[src/hdl/kvl_ram.sv]
module kvl_ram #(
   parameter int unsigned WIDTH = 128,
   parameter int unsigned DEPTH = 32
) (
   input  logic                     clock,
   input  logic                     wr_en,
   input  logic [$clog2(DEPTH)-1:0] wr_addr,
   input  logic [WIDTH-1:0]         wr_data,
   input  logic [$clog2(DEPTH)-1:0] rd_addr,
   output logic [WIDTH-1:0]         rd_data
);

   logic [WIDTH-1:0] mem_ff [DEPTH];

   always_ff @(posedge clock) begin
      if (wr_en) begin
         mem_ff[wr_addr] <= wr_data;
      end
      rd_data <= mem_ff[rd_addr];
   end

endmodule

[config.mk]
export PLATFORM = sky130hd
export DESIGN_NAME = kvl_ram
export DESIGN_NICKNAME = d
export VERILOG_FILES = /design/src/hdl/kvl_ram.sv
export SDC_FILE = /design/constraint.sdc
export NUM_CORES = 2
export LEC_CHECK = 0
export BUFFER_PORTS_ARGS = -buffer_cell sky130_fd_sc_hd__buf_2
export CAP_MARGIN = 10
export CELL_PAD_IN_SITES_DETAIL_PLACEMENT = 0
export CELL_PAD_IN_SITES_GLOBAL_PLACEMENT = 1
export CORE_MARGIN = 5
export CORE_UTILIZATION = 40
export CTS_BUF_LIST = sky130_fd_sc_hd__clkbuf_2
export CTS_CLUSTER_DIAMETER = 120
export CTS_CLUSTER_SIZE = 12
export DETAILED_ROUTE_END_ITERATION = 8
export PLACE_DENSITY_LB_ADDON = 0.1
export REMOVE_ABC_BUFFERS = 1
export SLEW_MARGIN = 20
export SYNTH_ARGS = -nofsm -noshare
export SYNTH_HDL_FRONTEND = slang
export SYNTH_SLANG_ARGS = --single-unit
[constraint.sdc]
create_clock -name clock -period 12.3 [get_ports clock]
set_clock_uncertainty 0.2 [all_clocks]
set_input_delay 0.615 -clock clock [delete_from_list [all_inputs] [get_ports clock]]
set_output_delay 0.615 -clock clock [all_outputs]
set_load 0.05 [all_outputs]
Word level (Yosys, flattened, before mapping)
Memory sizes are Yosys's and may differ from the RTL's. A register that Yosys moved wholly into a read port is not among the register bits.
Cells that the tools add are included.
{"block": "totals", "memories": 1, "ram_bits": 4096, "register_bits": 0}
{"block": "op_classes", "n_mux": 2}
{"name": "mem_ff", "depth": 32, "word_bits": 128, "read_ports": 1, "rd_clocked_by_memory_dff": 1, "wr": 1, "line": "13", "source": "logic [WIDTH-1:0] mem_ff [DEPTH];"}
{"operator": "1-bit 2-to-1 mux", "n": 2}

Depth between registers and ports, before layout
{"block": "logic_depth", "ltp_word": 2, "ltp_mapped": 9, "mapped_depth_nobuf": 4}

Worst setup path before layout
Ideal clock, no wire load.
{"block": "synth_timing", "path_type": "input -> register", "from": "input port wr_addr[1]", "to": "memory mem_ff[12][0], enable pin", "arrival_ps": 6596, "cell_stages": 3, "setup_slack_ps": 4887, "path_buffers": 1, "path_cell_list": "or3b_2 clkbuf_1 nor2_1"}
{"item": "start: declaration", "line": "7", "source": "input logic [$clog2(DEPTH)-1:0] wr_addr,"}
{"item": "end: declaration", "line": "13"}
Straight into the memory's write port.

Worst setup path in the final report
{"block": "layout_timing", "from": "input port wr_addr[2]", "to": "memory mem_ff[17][77], enable pin"}
Straight into the memory's write port.

==> results.py <==
metrics = {
    "synthesis": {
        "ys_top_cells_by_area": "edfxtp_1, mux4_2, o22ai_1",
        "avgSynthCellArea_um2": 24.1,
        "synth_edf_count": 4096,
        "yosysSeqAreaShare_pct": 80.9,
        "yosysTopAreaCell": "edfxtp_1",
        "ys_types": 28,
        "synthesis.area_um2": 155000,
        "synthCells": 6440,
        "ys_ff_latch": 4224,
        "async_flop_share_pct": 0,
        "ys.flop_type": "edfxtp_1",
        "yosys_warnings": 0,
        "yosysTopAreaCellShare_pct": 79.2,
    },
    "power": {
        "switching_share_pct": 23.8,
        "power.leakage_uw": 0.0531,
        "powerDensity_nw_per_um2": 139,
        "clkPwrFrac_pct": 25.8,
        "pwr-share-seq_pct": 67.4,
        "internal_power_uw": 18200,
        "p_switching_uw": 5680,
        "comb_power_share_pct": 6.8,
        "ir_worst_vdd_mv": 0.0724,
    },
    "cts": {
        "cts.sinks": 4224,
        "clk_latency_ns": 2.03,
        "ctsHtreeMaxLevel": 5,
        "cts.path.max_buffers": 4,
        "postCtsResizedCells": 0,
        "postCtsSetupRepairBufs": 0,
        "cts_inserted_buffers": 390,
        "cts_tree": "done",
        "clkTransAtPathRegs_ns": 0.23,
        "cts-root-buf": "clkbuf_2",
    },
    "die": {
        "core_um2": 386000,
        "rows": 228,
        "die_width_um": 633,
        "ios": 268,
        "initial_core_util_pct": 40.2,
        "die-area_um2": 401000,
        "chipHeight_um": 633,
    },
    "detailed_routing": {
        "antenna_left": 0,
        "first_pass_iters": 7,
        "vias": 73800,
        "drt_iter0_markers": 6851,
        "via_per_inst": 5.72,
        "drt_wl_total_um": 445000,
        "avgRoutedWirePerCell_um": 34.6,
        "drc": 0,
    },
    "placed_design": {
        "io_buffers": 267,
        "post-place-ws_ns": 7.45,
        "gp_congestion": 0.715,
        "place_hpwl_um": 217000,
    },
    "critical_path": {
        "critPathLaunch": "wr_addr[2]",
        "timing.rr.start": "mem_ff[7][40]",
        "critPathRequiredTime_ns": 13.64,
        "worstPathArrival_ns": 6.60,
        "crit_fanout": 34,
        "cp-end-kind": "flip-flop",
        "critPathLaunchType": "input pin",
        "worst-setup-path-type": "in -> reg",
        "worst_path_max_delay_cell": "dlygate4sd3_1",
        "crit_chain": "dlygate4sd3_1 > buf_2 > dlygate4sd3_1 > or3b_2 > dlygate4sd3_1 > dlygate4sd3_1 > nor2_4 > dlygate4sd3_1 > buf_4 > buf_4",
        "rr_endpoint": "rd_data[40]",
        "r2r_cells": 5,
        "r2r_slack_ns": 9.70,
        "slowest_delay_ns": 1.09,
        "path_common_cell": "dlygate4sd3_1",
        "endpoint": "mem_ff[17][77]",
    },
    "timing": {
        "fin_crit_ns": 5.26,
        "setup_tns_ns": 0,
        "setup_ws_ns": 7.04,
        "setup_viol": 0,
        "grt_setup_unrepaired": "false",
        "fmax_mhz": 190,
        "slew_viol_final": 0,
        "worst_pin_slew_ns": 1.15,
        "min_period_over_period_pct": 42.8,
        "hold_violations": 0,
        "holdWs_ns": 0.164,
        "max-slew-margin-rel_pct": 23.6,
    },
    "flow_run": {
        "drv_cap": 0,
    },
    "outcome": {
        "outcome": "completed",
    },
    "cells_and_area": {
        "final_nets": 7503,
        "area_delta_synth_final_pct": 10.4,
        "nFillCells": 33100,
        "drive_gt1_share_pct": 28.9,
    },
    "worst_hold_path": {
        "holdPathStages": 4,
        "hold_class": "in -> reg",
    },
    "global_routing": {
        "antenna_found_initial": 31,
        "grt_pass1_vias": 76800,
        "grt_max_degree": 125,
        "grt_pass1_wl_um": 621000,
        "overflow": 0,
        "grt_usage_pct": 22.0,
    },
}
Yosys cell counts (all sizes together), types with 2 or more instances:
library cell / number
buf: 235
dfxtp: 128
nand2: 4
nor4: 111
nand3b: 6
or3: 2
o22ai: 444
nand4: 17
mux4: 956
nor2b: 3
nor2: 36
nand3: 37
edfxtp: 4096
mux2i: 136
a22oi: 102
clkbuf: 117
or3b: 4
area by class of cell:
cell class                 count  area [µm²]  share of cell area, %
sequential                  4224      126000                   73.2
multi-input combinational   1864       28100                   16.4
timing repair buffer         883        7470                   4.36
tap                         5175        6470                   3.78
clock buffer                 698        3490                   2.04
clock inverter                20         335                  0.196
antenna                       20        50.0                 0.0292
cell usage in the layout, fill, tap and decap left out, types with 2 or more instances in the layout:
cell type / instances
edfxtp_1: 4096
mux4_2: 956
clkbuf_2: 700
o22ai_1: 444
dlygate4sd3_1: 386
buf_2: 302
buf_4: 143
mux2i_1: 136
dfxtp_1: 128
nor4_1: 108
a22oi_1: 102
buf_12: 48
nand3_1: 36
nor2_4: 33
diode_2: 20
nand4_1: 17
bufinv_16: 9
nand3b_1: 6
inv_2: 5
nor4_2: 3
or3b_2: 3
clkinvlp_4: 3
nand2_4: 2
nor2_2: 2
nand2_1: 2
nor2b_4: 2
buf_16: 2
power by group through the flow:
stage / sequential [µW] / clock, µW / combinational [µW]
after floorplan: 16600 / 0 / 539
after global placement: 16400 / 0 / 1510
after detailed placement: 16400 / 0 / 1530
after CTS: 16100 / 6470 / 1660
after global routing: 16100 / 7000 / 1730
final: 16100 / 6160 / 1620
critical path, delay by kind of cell:
family / cells / cell delay [ns]
buffers and inverters: 8 / 5.19
and+or+nand+nor: 2 / 0.67
repair_timing:
| item | CTS | global route |
|---|---|---|
| endpoints found under the setup margin | 0 | 0 |
| hold endpoints to repair | 7619 | 790 |
| hold buffers | 404 | 34 |
metrics by stage:
stage	cell area, µm²	instances	utilization, %	power, µW
detailed placement	163000	11700	42.3	17900
CTS	171000	12800	44.3	24200
floorplan	153000	6088	-	17100
global route	171000	12900	44.4	24800
global placement	163000	11700	42.3	17900
finish	171000	12900	44.4	23900
sequential cells by signal, summed over array words and instances (netlist names):
signal and count:
rd_data 128, mem_ff 4096
how the worst min path moves through the flow:
| stage | from | endpoint | slack, ns |
|---|---|---|---|
| finish | wr_data[59] | mem_ff[20][59] | 0.16 |
| global route | wr_data[59] | mem_ff[14][59] | -0.009 |
| CTS | wr_data[109] | mem_ff[8][109] | 0.004 |
| detailed placement | mem_ff[9][27] | rd_data[27] | 0.51 |
| global placement | mem_ff[26][72] | rd_data[72] | 0.50 |
| floorplan | mem_ff[30][104] | rd_data[104] | 0.45 |
routing by layer:
metal	part of all wire [%]	up-vias	track usage, %
met1	43	41400	30.7
met5	0.011	-	0
met3	4.2	561	2.26
met2	51	1957	37.5
li1	-	29900	-
met4	2.2	8	4.76
kinds of logic after synthesis:
group	count (synthesis)	synth area share [%]
flops	4224	80.9
compound gates	546	2.28
mux	1092	14.7
simple gates	226	0.832
buf+inv	352	1.26
(Power assumes the default switching activity.)
